## src/scc_pkg.sv

```systemverilog
`timescale 1ns / 1ps
`default_nettype none

package scc_pkg;

  // Field widths of the channels and the configuration register.
  localparam int MODE_W = 2;
  localparam int VTX_W  = 5;
  localparam int VC_W   = 6;

  // Vertex count after reset.
  localparam logic [VC_W-1:0] VC_RESET = 6'd32;

  // Default size of the adjacency matrices.
  localparam int MAX_VERTICES_DEF = 32;

  // Word modes on the input channel.
  typedef enum logic [MODE_W-1:0] {
    MODE_EDGE  = 2'd0,
    MODE_CHECK = 2'd1,
    MODE_CLEAR = 2'd2
  } mode_e;

  // Commands from the controller to the datapath.
  typedef struct packed {
    logic edge_rd;    // read both rows touched by an incoming edge
    logic edge_wr;    // write the updated rows back
    logic clear;      // drop every row
    logic trav_init;  // seed both reached sets with vertex 0
    logic rd;         // read the rows of the current vertex and step on
    logic restart;    // begin another sweep over the vertices
    logic res_load;   // load the result register
  } cmd_t;

  // Status from the datapath to the controller.
  typedef struct packed {
    logic last;       // the current vertex is the last counted one
    logic changed;    // some reached set grew during this sweep
    logic out_full;   // the result register cannot take a word this cycle
  } sts_t;

endpackage

`default_nettype wire

```

## src/scc_intf.sv

```systemverilog
`timescale 1ns / 1ps
`default_nettype none

interface scc_in_if;
  logic                       valid;
  logic                       ready;
  logic [scc_pkg::MODE_W-1:0] mode;
  logic [scc_pkg::VTX_W-1:0]  src_vertex;
  logic [scc_pkg::VTX_W-1:0]  dst_vertex;

  modport source (output valid, mode, src_vertex, dst_vertex, input ready);
  modport sink   (input valid, mode, src_vertex, dst_vertex, output ready);
endinterface

interface scc_out_if;
  logic valid;
  logic ready;
  logic forward_all_reached;
  logic reverse_all_reached;
  logic strongly_connected;

  modport source (output valid, forward_all_reached, reverse_all_reached,
                  strongly_connected, input ready);
  modport sink   (input valid, forward_all_reached, reverse_all_reached,
                  strongly_connected, output ready);
endinterface

`default_nettype wire

```

## src/strong_connectivity_check_top.sv

```systemverilog
`timescale 1ns / 1ps
`default_nettype none

// Strong connectivity checker for a directed graph of up to MAX_VERTICES vertices.
// Each input word carries a mode: an edge word adds the edge src_vertex to
// dst_vertex to a forward and a reverse adjacency memory, a clear word empties
// both at once, and a check word asks whether every vertex below vertex_count is
// reachable from vertex 0 and reaches vertex 0. Only a check word produces an
// output word. An edge word reads the rows that the edge touches, then writes them
// back with the new bit set. A check word makes s sweeps over the n vertices of
// the clamped vertex count, where s runs from one up to n: each sweep reads one
// adjacency row of each direction per cycle through the single read port of each
// memory, and sweeps repeat until neither reached set grows. Every sweep but the
// last adds at least one vertex to a reached set, which bounds the number of
// sweeps. A check word is held in its result step while the previous result still
// waits in the result register when the new one is ready. Both directions are
// worked out side by side. The result register lets a new word be taken while a
// finished result still waits on the output.
module strong_connectivity_check_top #(
  parameter int MAX_VERTICES = scc_pkg::MAX_VERTICES_DEF
) (
  input  logic                     clk_i,
  input  logic                     rst_ni,
  input  logic                     cfg_we_i,
  input  logic [scc_pkg::VC_W-1:0] cfg_wdata_i,
  scc_in_if.sink                   in_if,
  scc_out_if.source                out_if
);
  import scc_pkg::*;

  // Command and status between the sequencer and the datapath.
  cmd_t cmd;
  sts_t sts;

  // The sequencer owns the input handshake and steps through each word.
  scc_ctrl u_ctrl (
    .clk_i      (clk_i),
    .rst_ni     (rst_ni),
    .in_valid_i (in_if.valid),
    .in_mode_i  (in_if.mode),
    .in_ready_o (in_if.ready),
    .sts_i      (sts),
    .cmd_o      (cmd)
  );

  // The datapath holds the adjacency memories, the reached sets, the vertex
  // count register and the result register.
  scc_dpath #(
    .MAX_VERTICES (MAX_VERTICES)
  ) u_dpath (
    .clk_i       (clk_i),
    .rst_ni      (rst_ni),
    .cfg_we_i    (cfg_we_i),
    .cfg_wdata_i (cfg_wdata_i),
    .in_src_i    (in_if.src_vertex),
    .in_dst_i    (in_if.dst_vertex),
    .cmd_i       (cmd),
    .sts_o       (sts),
    .out_ready_i (out_if.ready),
    .out_valid_o (out_if.valid),
    .fwd_ok_o    (out_if.forward_all_reached),
    .rev_ok_o    (out_if.reverse_all_reached),
    .scc_ok_o    (out_if.strongly_connected)
  );

  // An accepted edge word holds the input closed for its write-back cycle.
  a_edge_two_cycles : assert property (@(posedge clk_i) disable iff (!rst_ni)
    (in_if.valid && in_if.ready && (in_if.mode == MODE_EDGE)) |=> !in_if.ready)
    else $error("input reopened during an edge write-back");

  // A result is never loaded over one that is still waiting to be taken.
  a_no_overwrite : assert property (@(posedge clk_i) disable iff (!rst_ni)
    (out_if.valid && !out_if.ready) |-> !cmd.res_load)
    else $error("result register overwritten while full");

  // A check word never completes in the cycle after it was accepted.
  a_check_takes_time : assert property (@(posedge clk_i) disable iff (!rst_ni)
    (in_if.valid && in_if.ready && (in_if.mode == MODE_CHECK)) |=> !cmd.res_load)
    else $error("check result loaded without a sweep");

  // The overall verdict is the conjunction of the two directions.
  a_verdict : assert property (@(posedge clk_i) disable iff (!rst_ni)
    out_if.valid |-> (out_if.strongly_connected ==
                      (out_if.forward_all_reached && out_if.reverse_all_reached)))
    else $error("strong connectivity verdict disagrees with the two directions");

endmodule

`default_nettype wire

```

## src/scc_ctrl.sv

```systemverilog
`timescale 1ns / 1ps
`default_nettype none

module scc_ctrl (
  input  logic                       clk_i,
  input  logic                       rst_ni,
  input  logic                       in_valid_i,
  input  logic [scc_pkg::MODE_W-1:0] in_mode_i,
  output logic                       in_ready_o,
  input  scc_pkg::sts_t              sts_i,
  output scc_pkg::cmd_t              cmd_o
);
  import scc_pkg::*;

  typedef enum logic [2:0] {
    ST_IDLE,
    ST_EDGE,
    ST_SWEEP,
    ST_SWEND,
    ST_RESULT
  } state_e;

  state_e state_q;

  assign in_ready_o = (state_q == ST_IDLE);

  always_comb begin
    cmd_o = '0;
    unique case (state_q)
      ST_IDLE: begin
        if (in_valid_i) begin
          unique case (mode_e'(in_mode_i))
            MODE_EDGE:  cmd_o.edge_rd   = 1'b1;
            MODE_CHECK: cmd_o.trav_init = 1'b1;
            MODE_CLEAR: cmd_o.clear     = 1'b1;
            default:    ;
          endcase
        end
      end
      ST_EDGE:   cmd_o.edge_wr = 1'b1;
      ST_SWEEP:  cmd_o.rd      = 1'b1;
      ST_SWEND:  cmd_o.restart = sts_i.changed;
      ST_RESULT: cmd_o.res_load = !sts_i.out_full;
      default:   ;
    endcase
  end

  always_ff @(posedge clk_i or negedge rst_ni) begin
    if (!rst_ni) begin
      state_q <= ST_IDLE;
    end else begin
      unique case (state_q)
        ST_IDLE: begin
          if (cmd_o.edge_rd) begin
            state_q <= ST_EDGE;
          end else if (cmd_o.trav_init) begin
            state_q <= ST_SWEEP;
          end
        end
        ST_EDGE: state_q <= ST_IDLE;
        ST_SWEEP: begin
          if (sts_i.last) begin
            state_q <= ST_SWEND;
          end
        end
        ST_SWEND: begin
          if (sts_i.changed) begin
            state_q <= ST_SWEEP;
          end else begin
            state_q <= ST_RESULT;
          end
        end
        ST_RESULT: begin
          if (!sts_i.out_full) begin
            state_q <= ST_IDLE;
          end
        end
        default: state_q <= ST_IDLE;
      endcase
    end
  end

endmodule

`default_nettype wire

```

## src/scc_dpath.sv

```systemverilog
`timescale 1ns / 1ps
`default_nettype none

module scc_dpath #(
  parameter int MAX_VERTICES = scc_pkg::MAX_VERTICES_DEF
) (
  input  logic                      clk_i,
  input  logic                      rst_ni,
  input  logic                      cfg_we_i,
  input  logic [scc_pkg::VC_W-1:0]  cfg_wdata_i,
  input  logic [scc_pkg::VTX_W-1:0] in_src_i,
  input  logic [scc_pkg::VTX_W-1:0] in_dst_i,
  input  scc_pkg::cmd_t             cmd_i,
  output scc_pkg::sts_t             sts_o,
  input  logic                      out_ready_i,
  output logic                      out_valid_o,
  output logic                      fwd_ok_o,
  output logic                      rev_ok_o,
  output logic                      scc_ok_o
);
  import scc_pkg::*;

  localparam int RW = $clog2(MAX_VERTICES);
  localparam int CW = $clog2(MAX_VERTICES + 1);

  typedef logic [MAX_VERTICES-1:0] row_t;

  // Adjacency rows; a row whose valid bit is low reads as empty.
  row_t mem_f [MAX_VERTICES];
  row_t mem_r [MAX_VERTICES];
  row_t vld_f_q, vld_r_q;
  row_t rd_f_q, rd_r_q;
  logic rdv_f_q, rdv_r_q;

  logic [RW-1:0] src_q, dst_q;
  logic          edge_ok_q;
  logic [RW-1:0] v_q, vr_q;
  logic          pend_q;
  logic          chg_q;
  row_t          seen_f_q, seen_r_q;
  logic [VC_W-1:0] vc_q;

  logic          out_valid_q, fwd_q, rev_q;

  logic [RW-1:0] raddr_f, raddr_r;
  logic          edge_ok;
  row_t          row_f, row_r, wr_f, wr_r;
  row_t          mask, acc_f, acc_r;
  logic [CW-1:0] n_eff;
  logic          chg_now;

  // Vertex count clamped to one at the bottom and to the matrix size at the top.
  always_comb begin
    if (32'(vc_q) > MAX_VERTICES) begin
      n_eff = CW'(MAX_VERTICES);
    end else if (vc_q == '0) begin
      n_eff = CW'(1);
    end else begin
      n_eff = CW'(vc_q);
    end
  end

  for (genvar i = 0; i < MAX_VERTICES; i++) begin : g_mask
    assign mask[i] = (CW'(i) < n_eff);
  end

  assign edge_ok = (32'(in_src_i) < MAX_VERTICES) && (32'(in_dst_i) < MAX_VERTICES);
  assign raddr_f = cmd_i.edge_rd ? RW'(in_src_i) : v_q;
  assign raddr_r = cmd_i.edge_rd ? RW'(in_dst_i) : v_q;

  assign row_f = rdv_f_q ? rd_f_q : '0;
  assign row_r = rdv_r_q ? rd_r_q : '0;
  assign wr_f  = row_f | (row_t'(1) << dst_q);
  assign wr_r  = row_r | (row_t'(1) << src_q);

  // Reached sets are grown in place; the closure is the same as a frontier pass.
  assign acc_f = seen_f_q[vr_q] ? (seen_f_q | (row_f & mask)) : seen_f_q;
  assign acc_r = seen_r_q[vr_q] ? (seen_r_q | (row_r & mask)) : seen_r_q;
  assign chg_now = pend_q && ((acc_f != seen_f_q) || (acc_r != seen_r_q));

  assign sts_o.last     = (CW'(v_q) == (n_eff - CW'(1)));
  assign sts_o.changed  = chg_q | chg_now;
  assign sts_o.out_full = out_valid_q & ~out_ready_i;

  always_ff @(posedge clk_i) begin
    if (cmd_i.edge_wr && edge_ok_q) begin
      mem_f[src_q] <= wr_f;
      mem_r[dst_q] <= wr_r;
    end
    rd_f_q <= mem_f[raddr_f];
    rd_r_q <= mem_r[raddr_r];
    if (cmd_i.edge_rd) begin
      src_q <= RW'(in_src_i);
      dst_q <= RW'(in_dst_i);
    end
    if (cmd_i.rd) begin
      vr_q <= v_q;
    end
    if (cmd_i.res_load) begin
      fwd_q <= ((seen_f_q & mask) == mask);
      rev_q <= ((seen_r_q & mask) == mask);
    end
  end

  always_ff @(posedge clk_i or negedge rst_ni) begin
    if (!rst_ni) begin
      vld_f_q     <= '0;
      vld_r_q     <= '0;
      rdv_f_q     <= 1'b0;
      rdv_r_q     <= 1'b0;
      edge_ok_q   <= 1'b0;
      v_q         <= '0;
      pend_q      <= 1'b0;
      chg_q       <= 1'b0;
      seen_f_q    <= '0;
      seen_r_q    <= '0;
      vc_q        <= VC_RESET;
      out_valid_q <= 1'b0;
    end else begin
      if (cfg_we_i) begin
        vc_q <= cfg_wdata_i;
      end
      rdv_f_q <= vld_f_q[raddr_f];
      rdv_r_q <= vld_r_q[raddr_r];
      if (cmd_i.edge_rd) begin
        edge_ok_q <= edge_ok;
      end
      if (cmd_i.clear) begin
        vld_f_q <= '0;
        vld_r_q <= '0;
      end else if (cmd_i.edge_wr && edge_ok_q) begin
        vld_f_q[src_q] <= 1'b1;
        vld_r_q[dst_q] <= 1'b1;
      end
      pend_q <= cmd_i.rd;
      if (cmd_i.trav_init) begin
        seen_f_q <= row_t'(1);
        seen_r_q <= row_t'(1);
      end else if (pend_q) begin
        seen_f_q <= acc_f;
        seen_r_q <= acc_r;
      end
      if (cmd_i.trav_init || cmd_i.restart) begin
        v_q   <= '0;
        chg_q <= 1'b0;
      end else begin
        if (cmd_i.rd) begin
          v_q <= v_q + RW'(1);
        end
        chg_q <= chg_q | chg_now;
      end
      if (cmd_i.res_load) begin
        out_valid_q <= 1'b1;
      end else if (out_ready_i) begin
        out_valid_q <= 1'b0;
      end
    end
  end

  assign out_valid_o = out_valid_q;
  assign fwd_ok_o    = fwd_q;
  assign rev_ok_o    = rev_q;
  assign scc_ok_o    = fwd_q & rev_q;

endmodule

`default_nettype wire
```

## src/flat_wrapper.sv

```systemverilog
// flat-port wrapper written by rule: the top's interface ports become plain ports
module strong_connectivity_check_top_flat import scc_pkg::*;
#(
  parameter int MAX_VERTICES = scc_pkg::MAX_VERTICES_DEF
)
  (clk_i, rst_ni, cfg_we_i, cfg_wdata_i, in_if_valid, in_if_mode, in_if_src_vertex, in_if_dst_vertex, in_if_ready, out_if_valid, out_if_forward_all_reached, out_if_reverse_all_reached, out_if_strongly_connected, out_if_ready);
  scc_in_if in_if_i ();
  scc_out_if out_if_i ();
  input  logic clk_i;
  input  logic rst_ni;
  input  logic cfg_we_i;
  input  logic [scc_pkg::VC_W-1:0] cfg_wdata_i;
  input wire logic [$bits(in_if_i.valid)-1:0] in_if_valid;
  input wire logic [$bits(in_if_i.mode)-1:0] in_if_mode;
  input wire logic [$bits(in_if_i.src_vertex)-1:0] in_if_src_vertex;
  input wire logic [$bits(in_if_i.dst_vertex)-1:0] in_if_dst_vertex;
  output wire logic [$bits(in_if_i.ready)-1:0] in_if_ready;
  output wire logic [$bits(out_if_i.valid)-1:0] out_if_valid;
  output wire logic [$bits(out_if_i.forward_all_reached)-1:0] out_if_forward_all_reached;
  output wire logic [$bits(out_if_i.reverse_all_reached)-1:0] out_if_reverse_all_reached;
  output wire logic [$bits(out_if_i.strongly_connected)-1:0] out_if_strongly_connected;
  input wire logic [$bits(out_if_i.ready)-1:0] out_if_ready;
  assign in_if_i.valid = in_if_valid;
  assign in_if_i.mode = in_if_mode;
  assign in_if_i.src_vertex = in_if_src_vertex;
  assign in_if_i.dst_vertex = in_if_dst_vertex;
  assign in_if_ready = in_if_i.ready;
  assign out_if_valid = out_if_i.valid;
  assign out_if_forward_all_reached = out_if_i.forward_all_reached;
  assign out_if_reverse_all_reached = out_if_i.reverse_all_reached;
  assign out_if_strongly_connected = out_if_i.strongly_connected;
  assign out_if_i.ready = out_if_ready;
  strong_connectivity_check_top #(.MAX_VERTICES(MAX_VERTICES)) u_core (.clk_i(clk_i), .rst_ni(rst_ni), .cfg_we_i(cfg_we_i), .cfg_wdata_i(cfg_wdata_i), .in_if(in_if_i), .out_if(out_if_i));
endmodule
```

## config.mk

```make
export PLATFORM = sky130hd
export DESIGN_NAME = strong_connectivity_check_top_flat
export DESIGN_NICKNAME = d
export VERILOG_FILES = /design/src/scc_pkg.sv /design/src/scc_intf.sv /design/src/strong_connectivity_check_top.sv /design/src/scc_ctrl.sv /design/src/scc_dpath.sv /design/src/flat_wrapper.sv
export SDC_FILE = /design/constraint.sdc
export NUM_CORES = 2
export LEC_CHECK = 0
export BUFFER_PORTS_ARGS = -buffer_cell sky130_fd_sc_hd__buf_4
export CAP_MARGIN = 20
export CORE_MARGIN = 5
export CORE_UTILIZATION = 63
export CTS_CLUSTER_DIAMETER = 30
export DETAILED_ROUTE_END_ITERATION = 10
export HOLD_SLACK_MARGIN = 0.02
export PLACE_DENSITY = 0.75
export SLEW_MARGIN = 15
export SYNTH_ARGS = -nofsm -noshare
export SYNTH_HDL_FRONTEND = slang
export SYNTH_SLANG_ARGS = --single-unit
```

## constraint.sdc

```tcl
create_clock -name clk_i -period 6.26 [get_ports clk_i]
set_clock_uncertainty 0.05 [all_clocks]
set_input_delay 0.626 -clock clk_i [delete_from_list [all_inputs] [get_ports clk_i]]
set_output_delay 0.626 -clock clk_i [all_outputs]
set_load 0.05 [all_outputs]
```

After elaboration in Yosys (flattened, before gate mapping)
Memories as Yosys holds them, arrays and structs flattened. A register that Yosys moved wholly into a read port is not among the register bits.
Cells that the tools add are included.
{"block": "totals", "reg_bits": 165, "latch_bits": 0, "mem_bits_rw": 2048, "romBits": 0, "in_bits": 23, "out_inout_bits": 5, "elab_cells": 159, "mem_count": 2}
{"name": "u_core.u_dpath.mem_f", "depth": 32, "word_bits": 32, "rd": 1, "rd_clocked_by_memory_dff": 1, "write_ports": 1, "line_no": "scc_dpath.sv:29", "text": "row_t mem_f [MAX_VERTICES];"}
{"name": "u_core.u_dpath.mem_r", "depth": 32, "word_bits": 32, "rd": 1, "rd_clocked_by_memory_dff": 1, "write_ports": 1, "line_no": "scc_dpath.sv:30", "text": "row_t mem_r [MAX_VERTICES];"}
{"block": "op_classes", "n_addsub": 2, "n_mul": 0, "div": 0, "order_cmp": 40, "eq_ne": 14, "shift": 2, "muxes": 52, "n_bitwise": 14, "reduce_logical": 15}
{"op": "32-bit 2-to-1 mux", "n": 12}
{"op": "32-bit OR", "n": 6}
{"op": "32-bit AND", "n": 4}
{"op": "5-bit by 6-bit < comparator with 1-bit output (first input constant)", "n": 16}
{"op": "32-bit == test", "n": 2}
{"op": "32-bit inequality test", "n": 2}
{"op": "1-bit by 5-bit << shifter with 32-bit output (first input constant)", "n": 2}
{"op": "4-bit by 6-bit < comparator with 1-bit output (first input constant)", "n": 8}
{"op": "5-bit by 6-bit < comparator with 1-bit output (second input constant)", "n": 5}
{"op": "3-bit by 6-bit < comparator with 1-bit output (first input constant)", "n": 4}
{"op": "1-bit binary-select mux with 5-bit select", "n": 4}
{"op": "1-bit 2-to-1 mux", "n": 20}
{"op": "5-bit 2-to-1 mux", "n": 4}
{"op": "3-bit 2-to-1 mux", "n": 5}
{"op": "1-bit by 6-bit < comparator with 1-bit output (first input constant)", "n": 2}
{"op": "2-bit by 6-bit < comparator with 1-bit output (first input constant)", "n": 2}
{"op": "6-bit 2-to-1 mux", "n": 2}
{"op": "3-bit one-hot mux with 4 select lines", "n": 1}
{"op": "1-bit demux with 5-bit select", "n": 2}
{"op": "5-bit by 1-bit greater-or-equal comparator with 1-bit output (second input constant)", "n": 2}
{"op": "2-bit nonzero test", "n": 4}
{"op": "3-bit by 2-bit == test with 1-bit output (second input constant)", "n": 2}
{"op": "5-bit by 6-bit == test with 1-bit output", "n": 1}
{"op": "6-bit > comparator (second input constant)", "n": 1}
{"op": "20 further kinds", "n": 26}

Depth between registers and ports, before layout
{"block": "logic_depth", "word_depth": 14, "mapped_depth": 16, "mapped_depth_nobuf": 13}

Modules after synthesis
A second synthesis with hierarchy kept.
{"block": "hier_totals", "hier_cells": 4940, "hier_area_um2": 88870.2}
{"mod": "scc_dpath", "instances": 1, "cells_each": 4920, "area_each_um2": 88668.8, "seq_area_each_um2": 66920.4}
{"mod": "scc_ctrl", "instances": 1, "cells_each": 20, "area_each_um2": 201.4, "seq_area_each_um2": 75.1}

Least setup slack after synthesis
No wires, ideal clock.
{"block": "synth_timing", "path_kind": "flip-flop to flip-flop", "start": "reg u_core.u_dpath.vc_q[4]", "end": "reg u_core.u_ctrl.state_q[1]", "setup_time_ns": 0.124, "t_arrival_ns": 4.158, "required_time_ns": 6.086, "path_slack_ns": 1.928, "stages_incl_launch_ff": 17, "path_buffers": 4, "synth_period_minus_slack_ns": 4.332, "path_cell_list": "dfrtp_1 -> clkbuf_1 -> clkbuf_1 -> buf_1 -> nor3_1 -> o21ai_0 -> inv_1 -> ha_1 -> clkbuf_1 -> a2111oi_1 -> nor3b_1 -> a2111oi_0 -> nand4_1 -> o41ai_1 -> a21boi_1 -> a211o_1 -> a211o_1"}
{"block": "synth_via", "elab_chain_cells": 13, "word_cells_on_any_way": 53, "classes_between": "1 x add/sub; 33 x order compare; 4 x eq/ne; 6 x mux; 5 x bitwise; 4 x reduce/logical"}
{"item": "from (decl)", "line_no": "scc_dpath.sv:41", "text": "logic [VC_W-1:0] vc_q;"}
{"item": "from (signal assigned)", "line_no": "scc_dpath.sv:121", "text": "vc_q <= cfg_wdata_i;"}
{"item": "parallel branches: the longest is 2 deep, another holds 6-bit > comparator"}
{"item": "6-bit 2-to-1 mux (*)", "line_no": "scc_dpath.sv:54", "text": "if (32'(vc_q) > MAX_VERTICES) begin"}
{"item": "1-bit by 6-bit < comparator with 1-bit output (tied with other cells)", "line_no": "scc_dpath.sv:64", "text": "assign mask[i] = (CW'(i) < n_eff);"}
{"item": "32-bit AND, on equally long branches", "line_no": "scc_dpath.sv:77, scc_dpath.sv:78"}
{"item": "32-bit OR, on equally long branches", "line_no": "scc_dpath.sv:77, scc_dpath.sv:78"}
{"item": "32-bit 2-to-1 mux, on equally long branches", "line_no": "scc_dpath.sv:77, scc_dpath.sv:78"}
{"item": "32-bit inequality test", "line_no": "scc_dpath.sv:79", "text": "assign chg_now = pend_q && ((acc_f != seen_f_q) || (acc_r != seen_r_q));"}
{"item": "1-bit logical OR", "line_no": "scc_dpath.sv:79"}
{"item": "1-bit logical AND", "line_no": "scc_dpath.sv:79"}
{"item": "1-bit OR", "line_no": "scc_dpath.sv:82", "text": "assign sts_o.changed = chg_q | chg_now;"}
{"item": "3-bit 2-to-1 mux", "line_no": "scc_ctrl.sv:67", "text": "if (sts_i.changed) begin"}
{"item": "3-bit one-hot mux with 4 select lines", "line_no": "scc_ctrl.sv:52", "text": "unique case (state_q)"}
{"item": "to (signal assigned)", "line_no": "scc_ctrl.sv:55", "text": "state_q <= ST_EDGE;"}
{"item": "to (signal assigned)", "line_no": "scc_ctrl.sv:68", "text": "state_q <= ST_SWEEP;"}
{"item": "to (signal assigned)", "line_no": "scc_ctrl.sv:70", "text": "state_q <= ST_RESULT;"}
{"item": "to (decl)", "line_no": "scc_ctrl.sv:23", "text": "state_e state_q;"}
Mark *: on every way between the ends.
A chain may end at the register's enable or synchronous reset.

Final worst setup path
{"block": "layout_timing", "start": "reg u_core.u_dpath.vc_q[5]", "end": "reg u_core.u_ctrl.state_q[1]"}
Same word-level chain as after synthesis.

==> results.env <==
SYNTH-EDFF-COUNT=2065
FRACTION_OF_THE_YOSYS_AREA_TAKEN_BY_SEQUENTIAL_CELLS_PCT=74.5
YS_TOP_CELLS_BY_COUNT='edfxtp_1 (2065), mux2i_1 (556), mux2_2 (528), o22ai_1 (337), nor2_1 (166)'
DP_WORST_SETUP_SLACK_NS=1.45
FP.COREAREA_UM2=142000
DETAILED_PLACER_S_ENDING_HPWL_UM=132000
SHARE_OF_CELLS_ABOVE_DRIVE_STRENGTH_1_PCT=28.8
PLACEMENTROWS=138
SYNTH_FF_TYPE='edfxtp_1'
POSTLAYOUTSETUPSLACKWORST_NS=1.30
NUMBER_OF_INSTANCES_IN_THE_SYNTHESIZED_NETLIST=5149
POST-ROUTE-DRC-COUNT=0
CLKSLEWWORSTSETUPHOLDPATHS_NS=0.05
MAXIMUM_NUMBER_OF_PINS_ON_ONE_NET_BEFORE_GLOBAL_ROUTE_REPAIR=140
SETUP-VIOLATIONS-FINAL=0
CLK_LATENCY_NS=0.94
SYNTHSIMPLEGATEAREAFRAC_PCT=2.21
FINALHOLDVIOLATIONS=0
SYNTHESIS.NETS=5176
TOTAL_DETAILED_ROUTING_WIRELENGTH_UM=250000
CRITPATHMAXFANOUT=19
STATUS='finished, final reports clean'
FILLER_CELL_COUNT=7407
FIRST_PASS_GRT_WIRE_LENGTH_UM=362000
ANTENNA_VIOLATING_NETS_POST_ROUTE=0
TNS_NS=0
LEAKAGEPOWER_uW=0.0396
FINALCRITICALPERIOD_NS=4.96
ARRIVAL_TIME_AT_THE_WORST_ENDPOINT_NS=5.71
LARGEST_FAMILY_OF_LOGIC_CELLS_BY_SYNTHESIZED_AREA='multiplexers'
SYNTH_COMPOUND_GATE_AREA_SHARE_PCT=8.41
POWER.SHARE.CLOCK_PCT=39.2
CTS.HTREE.LEVELS=5
TOTAL_GR_OVERFLOW=0
WORSTHOLDPATHTYPE='in2async'
FMAX_MHz=201
YOSYS.CELL_COUNT.TOP_TYPE='edfxtp_1'
START_UTIL_PCT=63.5
MOST_FREQUENT_CELL_ON_THE_CRITICAL_PATH='a211o_1'
SWITCHING_SHARE_PCT=30.9
DIE_Y_UM=388
POST-ROUTE-UTIL_PCT=76.9
SYNTH-SEQ-CELLS=2277
CRITPATHBUFINV=2
TIMING.CRITICAL_PATH.CELLS='clkinv_1 -> o21ai_0 -> inv_1 -> ha_1 -> a2111oi_1 -> nor3b_1 -> a2111oi_0 -> nand4_1 -> o41ai_1 -> a21boi_1 -> a211o_1 -> a211o_1'
POWER.SWITCHING_uW=17800
TIMING.CRITICAL_PATH.FROM_TYPE='flip-flop'
ANTENNA_CELLS_INSERTED=0
FINAL.HOLD.WORST_SLACK_NS=0.0998
CLKSINKCOUNT=2277
GP_CONGESTION=0.975
RSZ0062_AT_GRT='no'
NUMBER_OF_GLOBAL_ROUTE_VIAS_BEFORE_REPAIR=53746
WORST-SETUP-PATH-TYPE='reg2reg'
SYNTH.LIB_CELLS_USED.DISTINCT=72
CRIT_FAMILY='compound AO/OA/AOI/OAI gates'
TOTAL_NUMBER_OF_VIAS=53376
VIAS_PER_CELL=6.87
DR.FIRST_ITER.DRC_COUNT=7621
POWER_FRAC_SEQ_PCT=35.2
REQUIRED_NS=7.01
INITIAL_ANTENNA_VIOLATION_COUNT=2
FLOORPLAN.IO_PINS=28
TRITONCTS.NUM_BUFFERS=422
POST_SYNTHESIS_SHARE_OF_CELL_AREA_SPENT_ON_FULL_ADDERS_HALF_ADDERS_AND_MAJORITY_GATES_PCT=0.0667
CP-END-KIND='flip-flop'
ROUTE.DETAILED.WL_PER_INST_UM=32.3
SYNTH_AREA_LEADER_CELL='edfxtp_1'
DIEAREA_UM2=150000
DIE_WIDTH_UM=388
SYNTH-WARNING-COUNT=0
ASYNC_SR_FLOP_FRACTION_PCT=6.50
SYN-CELL-AREA_UM2=90000
CTS_ROOT_BUF='clkbuf_16'
POST-CTS-SETUP-BUFFERS=0
CP_SLOWEST_CELL='a2111oi_1'
CTS_BUFFER_DEPTH=4
DRT_PASS1_ITERATIONS=8
SYNTH.AREA.MUX_SHARE_PCT=13.0
LAYOUT-AREA-OVERHEAD-VS-SYNTH_PCT=21.2
YS_TOP_CELLS_BY_AREA='edfxtp_1 (69%), mux2_2 (6.6%), mux2i_1 (6.2%), dfrtp_1 (4.1%), o22ai_1 (2.3%)'
POWER_DENSITY_nW_PER_UM2=529
MAX-VDD-IR-DROP_mV=0.406
SETUP.REG_TO_REG.WORST_SLACK_NS=1.30
COMBINATIONAL_POWER_SHARE_PCT=25.7
FINAL-MAX-SLEW-VIOLATION-COUNT=0
WORST_SLEW_MARGIN_REL_PCT=19.8
CPPEAKSTAGEDELAY_NS=0.99
SYNTH.AVG_CELL_AREA_UM2=17.5
TRITONCTS='yes'
SYNTH_LARGEST_TYPE_AREA_FRACTION_PCT=68.9
PERIOD_SHARE_PCT=79.3
WORST_SLEW_PIN_SLEW_NS=1.19
YOSYS.AREA_SHARE.XOR_XNOR_PCT=0.0973
MAXCAPVIOLATIONS=0
P_INT_uW=39900
FINAL_NETS=5554
PORT_BUFFERS=27
GR-USAGE-ALL-LAYERS_PCT=32.8
-- final cells by class --
class                           instances  area [um^2]  share of cell area, %
Clock buffer                          483        11100                   10.2
Clock inverter                        288         3230                   2.97
Inverter                               16         67.6                 0.0619
Multi-Input combinational cell       2532        22400                   20.6
Sequential cell                      2277        67000                   61.4
Tap cell                             1890         2360                   2.17
Timing Repair Buffer                  278         2920                   2.68
-- placed cells by master (no fill, tap or decap), types with 125 or more instances in the layout --
cell	n
a221o_1	130
a221oi_1	141
buf_4	186
clkbuf_16	428
dfrtp_1	147
edfxtp_1	2065
mux2_2	528
mux2i_1	556
nand2_1	125
o22ai_1	337
-- power groups by stage --
| stage | Combinational, uW | Sequential [uW] | Clock (uW) |
|---|---|---|---|
| final | 14800 | 20300 | 22600 |
| after global routing | 15500 | 20300 | 23500 |
| after CTS | 14300 | 20300 | 22700 |
| after detailed placement | 14000 | 20500 | 0 |
| after global placement | 13600 | 20500 | 0 |
| after floorplan | 9830 | 20200 | 0 |
-- through the flow --
stage / total power [uW] / area, um^2 / cells
final: 57700 / 109000 / 7764
after global routing: 59400 / 109000 / 7764
after CTS: 57200 / 108000 / 7735
after detailed placement: 34500 / 93900 / 6941
after global placement: 34200 / 93700 / 6933
after floorplan: 30000 / 90000 / 5149
-- layer usage --
layer | GRT usage (%) | wire length (um)
met4 | 12.4 | 8800
met5 | 0 | 41
met2 | 49.1 | 115000
met3 | 9.29 | 30000
met1 | 46.5 | 97000
-- final timing paths --
check                                                      from                                     end  cells after the start
max                          u_core.u_dpath.vc_q[5]$_DFFE_PN1P_    u_core.u_ctrl.state_q[1]$_DFFE_PN0P_                     12
min                                                      rst_ni    u_core.u_ctrl.state_q[0]$_DFFE_PN0P_                      2
max reg2reg                  u_core.u_dpath.vc_q[5]$_DFFE_PN1P_    u_core.u_ctrl.state_q[1]$_DFFE_PN0P_                     12
min reg2reg                u_core.u_dpath.edge_ok_q$_DFFE_PN0P_    u_core.u_dpath.edge_ok_q$_DFFE_PN0P_                      1
max in group asynchronous                                rst_ni  u_core.u_dpath.vld_r_q[11]$_DFFE_PN0P_                      3
min in group clk_i                                in_if_mode[0]    u_core.u_dpath.edge_ok_q$_DFFE_PN0P_                      3
-- registers in the layout, summed over array words and instances (netlist names), 3 cells and up --
name	flops
u_core.u_dpath.seen_f_q	32
u_core.u_dpath.vr_q	5
u_core.u_ctrl.state_q	3
u_core.u_dpath.vld_r_q	32
u_core.u_dpath.rd_r_q	32
u_core.u_dpath.vc_q	6
u_core.u_dpath.mem_f	1024
u_core.u_dpath.src_q	5
u_core.u_dpath.mem_r	1024
u_core.u_dpath.seen_r_q	32
u_core.u_dpath.vld_f_q	32
u_core.u_dpath.dst_q	5
u_core.u_dpath.v_q	5
u_core.u_dpath.rd_f_q	32
-- kinds of logic after synthesis --
kind of cell / after synthesis
XOR/XNOR: 10
multiplexers: 1095
buffers and inverters: 340
adder cells (fa/ha/maj): 5
AND/OR/NAND/NOR: 435
AO/OA/AOI/OAI: 987
flip-flops: 2277
-- repair_timing --
item / 4_1_cts / 5_1_grt
hold buffers: 23 / 0
endpoints found under the hold margin: 165 / 0
resized for setup: 0 / 0
Note: power is estimated with default switching activity, not from simulation.
